File: src/design/dett_pkg.sv
// ----------------------------------------------------------------------------
// dett_pkg
// Shared constants, register indexes and saturation helper for the detent
// encoder target tracker.
// ----------------------------------------------------------------------------
package dett_pkg;

	// configuration register indexes
	localparam logic [2:0] CFG_MAX_DELTA    = 3'd0;
	localparam logic [2:0] CFG_REVERSE_DIR  = 3'd1;
	localparam logic [2:0] CFG_COUNTS_PER   = 3'd2;
	localparam logic [2:0] CFG_STEP_TURNS   = 3'd3;
	localparam logic [2:0] CFG_SPEED_PER    = 3'd4;

	localparam int unsigned CFG_IDX_W  = 3;
	localparam int unsigned CFG_DATA_W = 32;

	// register reset values
	localparam logic [15:0] MAX_DELTA_RST  = 16'd1000;
	localparam logic [7:0]  COUNTS_PER_RST = 8'd4;
	localparam logic [31:0] STEP_TURNS_RST = 32'd1820;
	localparam logic [30:0] SPEED_PER_RST  = 31'd5898240;

	localparam logic OP_INIT   = 1'b0;
	localparam logic OP_SAMPLE = 1'b1;

	// serial divider: 18-bit dividend magnitude, 8-bit divisor
	localparam int unsigned DIV_N_W   = 18;
	localparam int unsigned DIV_D_W   = 8;
	localparam int unsigned DIV_CNT_W = 5;
	localparam logic [DIV_CNT_W-1:0] DIV_LAST = DIV_CNT_W'(DIV_N_W - 1);

	localparam int unsigned PROD_W = 50;
	localparam int unsigned SAT_W  = 52;

	// clamp a wide signed value into signed 32 bits
	function automatic logic signed [31:0] sat32(input logic signed [SAT_W-1:0] v);
		logic signed [SAT_W-1:0] hi;
		logic signed [SAT_W-1:0] lo;
		hi = $signed({{(SAT_W-32){1'b0}}, 32'h7fff_ffff});
		lo = $signed({{(SAT_W-32){1'b1}}, 32'h8000_0000});
		if (v > hi) begin
			return 32'sh7fff_ffff;
		end else if (v < lo) begin
			return 32'sh8000_0000;
		end else begin
			return $signed(v[31:0]);
		end
	endfunction

endpackage

File: src/design/detent_encoder_target_tracker_core.sv
// ----------------------------------------------------------------------------
// detent_encoder_target_tracker_core
// Quadrature counter to detent steps, knob target tracking and speed report.
// ----------------------------------------------------------------------------
// One item is in work at a time; in_stall is high from the accept until the
// result is placed in the output register. An init item or a sample before
// init goes from the accept straight to the output load in ST_DONE, and a
// zero or out-of-range delta passes through ST_CHECK first. A sample that
// moves the count takes a check, the restoring divider (one quotient bit per
// cycle) and the ST_MUL_SPD and ST_MUL_STEP states on the shared 18x32
// multiplier. With no whole detent step the output load follows; with a
// step, the target and reference updates come before the output load. The
// next item can be taken in the cycle after the load, even while the result
// still waits behind out_stall; a result that finds the output register full
// holds until the pending beat is taken.
module detent_encoder_target_tracker_core
	import dett_pkg::*;
(
	input  logic                  clk,
	input  logic                  arst_n,
	// configuration
	input  logic                  cfg_write,
	input  logic [CFG_IDX_W-1:0]  cfg_index,
	input  logic [CFG_DATA_W-1:0] cfg_data,
	// input channel
	input  logic                  in_valid,
	output logic                  in_stall,
	input  logic                  op,
	input  logic [31:0]           counter_value,
	input  logic signed [31:0]    current_turns,
	input  logic                  position_mode,
	input  logic                  ref_is_zero,
	// output channel
	output logic                  out_valid,
	input  logic                  out_stall,
	output logic signed [31:0]    speed,
	output logic                  ref_valid,
	output logic signed [31:0]    ref_offset,
	output logic signed [31:0]    target_turns,
	output logic signed [31:0]    pulse_count
);

	typedef enum logic [2:0] {
		ST_IDLE,
		ST_CHECK,
		ST_DIV,
		ST_MUL_SPD,
		ST_MUL_STEP,
		ST_TGT,
		ST_REF,
		ST_DONE
	} state_t;

	state_t state_q;

	// configuration registers
	logic [15:0]        max_delta_q;
	logic               reverse_q;
	logic [7:0]         cpd_q;
	logic signed [31:0] step_turns_q;
	logic [30:0]        spc_q;

	// tracker state
	logic [31:0]        last_count_q;
	logic signed [16:0] rem_q;
	logic [31:0]        pulses_q;
	logic signed [31:0] target_q;
	logic               ready_q;

	// per-item work registers
	logic signed [31:0] delta_q;
	logic signed [31:0] cur_q;
	logic               resync_q;
	logic signed [16:0] d17_q;
	logic               neg_q;
	logic [DIV_N_W-1:0] quo_q;
	logic [DIV_D_W-1:0] racc_q;
	logic [DIV_D_W-1:0] dvs_q;
	logic [DIV_CNT_W-1:0] div_cnt_q;
	logic signed [17:0] steps_q;
	logic signed [PROD_W-1:0] prod_q;

	// staged result
	logic signed [31:0] res_speed_q;
	logic               res_valid_q;
	logic signed [31:0] res_ref_q;

	// output register
	logic               out_valid_q;
	logic signed [31:0] speed_q;
	logic               ref_valid_q;
	logic signed [31:0] ref_offset_q;
	logic signed [31:0] target_turns_q;
	logic [31:0]        pulse_count_q;

	logic in_accept;
	assign in_stall  = (state_q != ST_IDLE);
	assign in_accept = in_valid && !in_stall;

	// check-stage arithmetic
	logic [31:0]        abs_delta;
	logic               too_big;
	logic signed [16:0] d17_dir;
	logic signed [17:0] sum18;
	logic [DIV_N_W-1:0] sum_mag;
	assign abs_delta = delta_q[31] ? (32'd0 - delta_q) : delta_q;
	assign too_big   = abs_delta > {16'd0, max_delta_q};
	assign d17_dir   = reverse_q ? (17'sd0 - delta_q[16:0]) : delta_q[16:0];
	assign sum18     = {rem_q[16], rem_q} + {d17_dir[16], d17_dir};
	assign sum_mag   = sum18[17] ? DIV_N_W'(18'sd0 - sum18) : DIV_N_W'(sum18);

	// one divider step
	logic [DIV_D_W:0]   trial;
	logic               q_bit;
	assign trial = {racc_q, quo_q[DIV_N_W-1]};
	assign q_bit = trial >= {1'b0, dvs_q};

	// shared multiplier
	logic signed [17:0]       mul_a;
	logic signed [31:0]       mul_b;
	logic signed [PROD_W-1:0] mul_p;
	always_comb begin
		if (state_q == ST_MUL_SPD) begin
			mul_a = {d17_q[16], d17_q};
			mul_b = $signed({1'b0, spc_q});
		end else begin
			mul_a = steps_q;
			mul_b = step_turns_q;
		end
	end
	assign mul_p = mul_a * mul_b;

	logic signed [31:0]      tgt_base;
	logic signed [SAT_W-1:0] tgt_sum;
	logic signed [SAT_W-1:0] ref_diff;
	assign tgt_base = resync_q ? cur_q : target_q;
	assign tgt_sum  = {{(SAT_W-32){tgt_base[31]}}, tgt_base}
	                + {{(SAT_W-PROD_W){prod_q[PROD_W-1]}}, prod_q};
	assign ref_diff = {{(SAT_W-32){target_q[31]}}, target_q}
	                - {{(SAT_W-32){cur_q[31]}}, cur_q};

	always_ff @(posedge clk or negedge arst_n) begin
		if (!arst_n) begin
			max_delta_q  <= MAX_DELTA_RST;
			reverse_q    <= 1'b0;
			cpd_q        <= COUNTS_PER_RST;
			step_turns_q <= $signed(STEP_TURNS_RST);
			spc_q        <= SPEED_PER_RST;
		end else if (cfg_write) begin
			unique case (cfg_index)
				CFG_MAX_DELTA:   max_delta_q  <= cfg_data[15:0];
				CFG_REVERSE_DIR: reverse_q    <= cfg_data[0];
				CFG_COUNTS_PER:  cpd_q        <= cfg_data[7:0];
				CFG_STEP_TURNS:  step_turns_q <= $signed(cfg_data);
				CFG_SPEED_PER:   spc_q        <= cfg_data[30:0];
				default: ;
			endcase
		end
	end

	always_ff @(posedge clk or negedge arst_n) begin
		if (!arst_n) begin
			state_q      <= ST_IDLE;
			last_count_q <= '0;
			rem_q        <= '0;
			pulses_q     <= '0;
			target_q     <= '0;
			ready_q      <= 1'b0;
			out_valid_q  <= 1'b0;
			div_cnt_q    <= '0;
		end else begin
			// the output load below refills the register in the same cycle
			if (out_valid_q && !out_stall && state_q != ST_DONE) begin
				out_valid_q <= 1'b0;
			end
			unique case (state_q)
				ST_IDLE: begin
					if (in_accept) begin
						res_speed_q <= '0;
						res_valid_q <= 1'b0;
						res_ref_q   <= '0;
						cur_q       <= current_turns;
						resync_q    <= !position_mode || ref_is_zero;
						if (op == OP_INIT) begin
							last_count_q <= '0;
							rem_q        <= '0;
							pulses_q     <= '0;
							target_q     <= current_turns;
							ready_q      <= 1'b1;
							state_q      <= ST_DONE;
						end else if (!ready_q) begin
							state_q <= ST_DONE;
						end else begin
							delta_q      <= $signed(counter_value - last_count_q);
							last_count_q <= counter_value;
							state_q      <= ST_CHECK;
						end
					end
				end
				ST_CHECK: begin
					priority if (delta_q == 32'sd0) begin
						state_q <= ST_DONE;
					end else if (too_big) begin
						rem_q   <= '0;
						state_q <= ST_DONE;
					end else begin
						d17_q     <= d17_dir;
						pulses_q  <= pulses_q + {{15{d17_dir[16]}}, d17_dir};
						neg_q     <= sum18[17];
						quo_q     <= sum_mag;
						racc_q    <= '0;
						dvs_q     <= (cpd_q == 8'd0) ? 8'd1 : cpd_q;
						div_cnt_q <= '0;
						state_q   <= ST_DIV;
					end
				end
				ST_DIV: begin
					// shift in one dividend bit, subtract when it fits
					racc_q    <= q_bit ? DIV_D_W'(trial - {1'b0, dvs_q})
					                   : DIV_D_W'(trial);
					quo_q     <= {quo_q[DIV_N_W-2:0], q_bit};
					div_cnt_q <= div_cnt_q + 1'b1;
					if (div_cnt_q == DIV_LAST) begin
						state_q <= ST_MUL_SPD;
					end
				end
				ST_MUL_SPD: begin
					// restore the sign of the truncated quotient and remainder
					steps_q <= neg_q ? (18'sd0 - $signed(quo_q)) : $signed(quo_q);
					rem_q   <= neg_q ? (17'sd0 - $signed({9'd0, racc_q}))
					                 : $signed({9'd0, racc_q});
					prod_q  <= mul_p;
					state_q <= ST_MUL_STEP;
				end
				ST_MUL_STEP: begin
					res_speed_q <= sat32({{(SAT_W-PROD_W){prod_q[PROD_W-1]}}, prod_q});
					if (steps_q == 18'sd0) begin
						state_q <= ST_DONE;
					end else begin
						prod_q  <= mul_p;
						state_q <= ST_TGT;
					end
				end
				ST_TGT: begin
					target_q <= sat32(tgt_sum);
					state_q  <= ST_REF;
				end
				ST_REF: begin
					res_ref_q   <= sat32(ref_diff);
					res_valid_q <= 1'b1;
					state_q     <= ST_DONE;
				end
				ST_DONE: begin
					// hold until the output register is free
					if (!out_valid_q || !out_stall) begin
						out_valid_q    <= 1'b1;
						speed_q        <= res_speed_q;
						ref_valid_q    <= res_valid_q;
						ref_offset_q   <= res_ref_q;
						target_turns_q <= target_q;
						pulse_count_q  <= pulses_q;
						state_q        <= ST_IDLE;
					end
				end
				default: state_q <= ST_IDLE;
			endcase
		end
	end

	assign out_valid    = out_valid_q;
	assign speed        = speed_q;
	assign ref_valid    = ref_valid_q;
	assign ref_offset   = ref_offset_q;
	assign target_turns = target_turns_q;
	assign pulse_count  = $signed(pulse_count_q);

	a_div_bound: assert property (@(posedge clk) disable iff (!arst_n)
		(state_q == ST_DIV) |-> (div_cnt_q <= DIV_LAST))
		else $error("divider step count out of range");

	a_ready_sticky: assert property (@(posedge clk) disable iff (!arst_n)
		!$fell(ready_q))
		else $error("ready dropped after init");

	a_ref_to_done: assert property (@(posedge clk) disable iff (!arst_n)
		(state_q == ST_REF) |=> (state_q == ST_DONE && res_valid_q))
		else $error("reference update did not reach the output load");

	a_out_from_done: assert property (@(posedge clk) disable iff (!arst_n)
		$rose(out_valid_q) |-> $past(state_q == ST_DONE))
		else $error("result beat raised outside the output load");

endmodule
File: config.mk
export PLATFORM = sky130hd
export DESIGN_NAME = detent_encoder_target_tracker_core
export DESIGN_NICKNAME = d
export VERILOG_FILES = /design/src/design/dett_pkg.sv /design/src/design/detent_encoder_target_tracker_core.sv
export SDC_FILE = /design/constraint.sdc
export NUM_CORES = 2
export LEC_CHECK = 0
export ABC_AREA = 1
export BUFFER_PORTS_ARGS = -buffer_cell sky130_fd_sc_hd__buf_2
export CORE_AREA = 2 2 304 336
export CTS_BUF_LIST = sky130_fd_sc_hd__clkbuf_2 sky130_fd_sc_hd__clkbuf_4 sky130_fd_sc_hd__clkbuf_8
export DETAILED_ROUTE_END_ITERATION = 12
export DIE_AREA = 0 0 306 338
export PLACE_DENSITY = 0.76
export SLEW_MARGIN = 0
export SYNTH_ARGS = -nofsm -noshare
export SYNTH_HDL_FRONTEND = slang
export SYNTH_SLANG_ARGS = --single-unit
File: constraint.sdc
create_clock -name clk -period 7.4 [get_ports clk]
set_input_delay 0 -clock clk [delete_from_list [all_inputs] [get_ports clk]]
set_output_delay 0 -clock clk [all_outputs]
set_load 0.02 [all_outputs]
==> key figures <==
Die
  – # rows: 122
  – Die W: 306 um
  – Die ar.: 103400 um2
  – Initial Util: 0.5464
  – I/O pins: 238
  – DIE HEIGHT: 338 um
  – Core Region: 99980 um2

Drt
  – Metal3 WL: 13620 um
  – Via count: 47734
  – WL final: 174800 um
  – Top Layer Used: met5
  – DRC Markers: 0
  – Iter 0 DRT Violations: 4239
  – Routed Antenna Nets: 0
  – M1 wire length: 64210 um
  – DR vias/cell: 5.492
  – Pre-Repair DR Iteration Count: 9
  – Met2 WL: 84760 um
  – Routed len/inst: 20.11 um

CTS
  – Max clock buf depth: 3
  – CTS Buf Count: 101
  – Clock sinks: 582
  – Root Buffer Master: clkbuf_8
  – H-tree levels: 3
  – Clock slew at reported path FFs: 0.06 ns
  – TritonCTS clock tree: built
  – Clock Latency Late Sink: 0.78 ns

Critical path
  – Slowest cell on crit path: fa_1
  – Req. time, crit path: 7.92 ns
  – Most used cell, CP: fa_1
  – Crit-path max cell delay: 0.62 ns
  – Critical path peak fanout: 12
  – Crit path buf inv count: 7
  – Worst Path Arrival: 7.76 ns
  – Critical Setup Path Class: reg2reg
  – Startpoint types: flop
  – CP top delay family: adder cells
  – Crit end category: flop

Timing
  – WHS: 0.06147 ns
  – Fmax: 0.1381 GHz
  – Slew Viols, Final: 0
  – Hold Vio Cnt, Final: 0
  – Slew HR: 0.1696
  – Clk_skew: 0.05148 ns
  – Final setup fails: 0
  – Worst Tran Pin Value: 1.244 ns
  – RSZ-0062 raised after global routing: yes
  – Final period util: 0.9785
  – Min cycle time layout: 7.241 ns

GRT
  – First-pass GRT wire length: 269300 um
  – Global Route Usage Sum: 0.3404
  – GRT Residual Overflow: 0
  – Initial antenna violation count: 3
  – Vias in the first global route: 48649
  – Largest net degree at the start of global routing: 98

Synth
  – Syn avg cell area: 8.186 um2
  – Register area share after synthesis: 0.3017
  – Post-synth ARST share: 0.3488
  – Number of enable-type register cells in the synthesized netlist: 379
  – Main synth FF type: edfxtp_1
  – FF+latch count, synth: 582
  – Synthesized Nets: 7652
  – Cells after synthesis: 6674
  – Cell area after synthesis: 54630 um2
  – Post-synth cell types: 60
  – Yosys warns: 0

Place
  – Placer congestion estimate: 0.9995
  – Number of buffers added on ports: 237
  – Hpwl dp: 137000 um

Job
  – MaxCap Viol Count: 0

Cells and area
  – Fillcell total: 8428
  – Register area: 16480 um2
  – Area growth from synthesis to layout: 16.71%
  – Multi-input logic area: 32740 um2
  – Share of cells above drive strength 1: 0.1152
  – Nets: 8284
  – Final core utilization: 0.6378

Hold path
  – Hold Crit Class: in2reg

Status
  – Status: finished clean
==> flip-flops by register name, summed over array words and instances, names as in the netlist, 9 cells and up <==
register      flops
last_count_q     32
speed            32
steps_q          18
target_q         32
max_delta_q      16
cur_q            32
target_turns     32
delta_q          32
step_turns_q     32
ref_offset       32
pulse_count      32
prod_q           50
quo_q            18
rem_q             9
pulses_q         32
res_ref_q        32
spc_q            31
d17_q            17
res_speed_q      32
==> cell usage in the layout (no fill, tap or decap), drive strengths merged, types with 4 or more instances in the layout <==
cell type,instances
a211oi,4
a21boi,5
a21o,18
a21oi,286
a221oi,4
a31oi,31
and2,4
and3,4
buf,518
bufinv,7
clkbuf,140
clkinv,43
clkinvlp,16
dfrtp,186
dfstp,17
dlygate4sd3,193
edfxtp,379
fa,559
ha,312
inv,1319
nand2,1582
nand3,250
nand3b,17
nand4,46
nor2,672
nor3,59
nor4,24
o211ai,13
o21a,51
o21ai,343
o21bai,16
o221ai,5
o31ai,9
or2,15
xnor2,73
xor2,152
==> stage by stage <==
stage               cell area, um2  instances  worst slack [ns]  setup TNS (ns)
floorplan                    54630       6674            0.3026               0
global placement             58840       8272           -0.2510          -1.031
detailed placement           58840       8272           -0.3181          -1.531
CTS                          63060       8653          0.001279               0
global route                 63770       8691          -0.08267         -0.3689
finish                       63770       8691            0.1591               0
==> kinds of logic (layout without fill, tap and decap cells) <==
| kind of cell | count (synthesis) | in the layout | share of synthesized area |
|---|---|---|---|
| flip-flops | 582 | 582 | 0.3017 |
| XOR/XNOR | 225 | 225 | 0.03607 |
| AND/OR/NAND/NOR | 2675 | 2675 | 0.1982 |
| multiplexers | 2 | 2 | 0.0003893 |
| adder cells (fa/ha/maj) | 871 | 871 | 0.2763 |
| AO/OA/AOI/OAI | 797 | 797 | 0.08116 |
| other | 0 | 1 | 0 |
| buffers and inverters | 1522 | 2236 | 0.1063 |
==> per-layer routing <==
layer | vias to the layer above | GRT usage
met3 | 629 | 0.05658
met5 | - | 0
li1 | 22051 | -
met2 | 2264 | 0.5903
met4 | 2 | 0.2030
met1 | 22788 | 0.3992
==> tightest hold or removal path, delay by kind of cell <==
| family | cells | cell delay (ns) |
|---|---|---|
| simple gates | 1 | 0.05 |
| buf+inv | 3 | 0.66 |
==> worst paths after layout <==
check,to,slack [ns],cells after the start,from
setup / recovery,prod_q[47]$_DFFE_PP_,0.16,26,state_q[1]$_DFFE_PN0P_
hold / removal,resync_q$_DFFE_PP_,0.06,4,ref_is_zero
hold reg to reg,speed[19]$_DFFE_PP_,0.39,0,res_speed_q[19]$_SDFFCE_PN0P_
min in group asynchronous,target_q[8]$_DFFE_PN0P_,0.46,4,arst_n
max in group asynchronous,step_turns_q[24]$_DFFE_PN0P_,5.19,5,arst_n
setup reg to reg,prod_q[47]$_DFFE_PP_,0.16,26,state_q[1]$_DFFE_PN0P_
==> repair_timing <==
action | in CTS | in global routing
gates cloned | 0 | 2
endpoints found under the setup margin | 16 | 27
hold buffers | 194 | 0
pin swaps | 0 | 12
buffers inserted | 2 | 35
gates resized for setup | 13 | 103
endpoints found under the hold margin | 328 | 0
==> synth_stat cells, types with 56 or more instances <==
cell type / number / area [um2]
a21oi_1: 284 / 1421
clkbuf_1: 159 / 596.8
dfrtp_1: 186 / 4654
edfxtp_1: 379 / 11380
fa_1: 559 / 11190
ha_1: 312 / 3904
inv_1: 1321 / 4959
nand2_1: 1577 / 5919
nand3_1: 246 / 1231
nor2_1: 663 / 2489
nor3_1: 56 / 280.3
o21ai_0: 324 / 1622
xnor2_1: 73 / 639.4
xor2_1: 152 / 1331
==> layout make-up <==
type	count	share of cell area
clock buffers	138	0.02704
diodes	1	0.00003924
clock inverters	47	0.007574
repair buffers	713	0.08830
flip-flops and latches	582	0.2585
multi-input cells	4570	0.5135
well taps	1302	0.02555
inverters	1338	0.07957
Power is left out: the tool's default activity adds up to more than one toggle a clock period on the data nets, which glitch-free logic cannot reach.
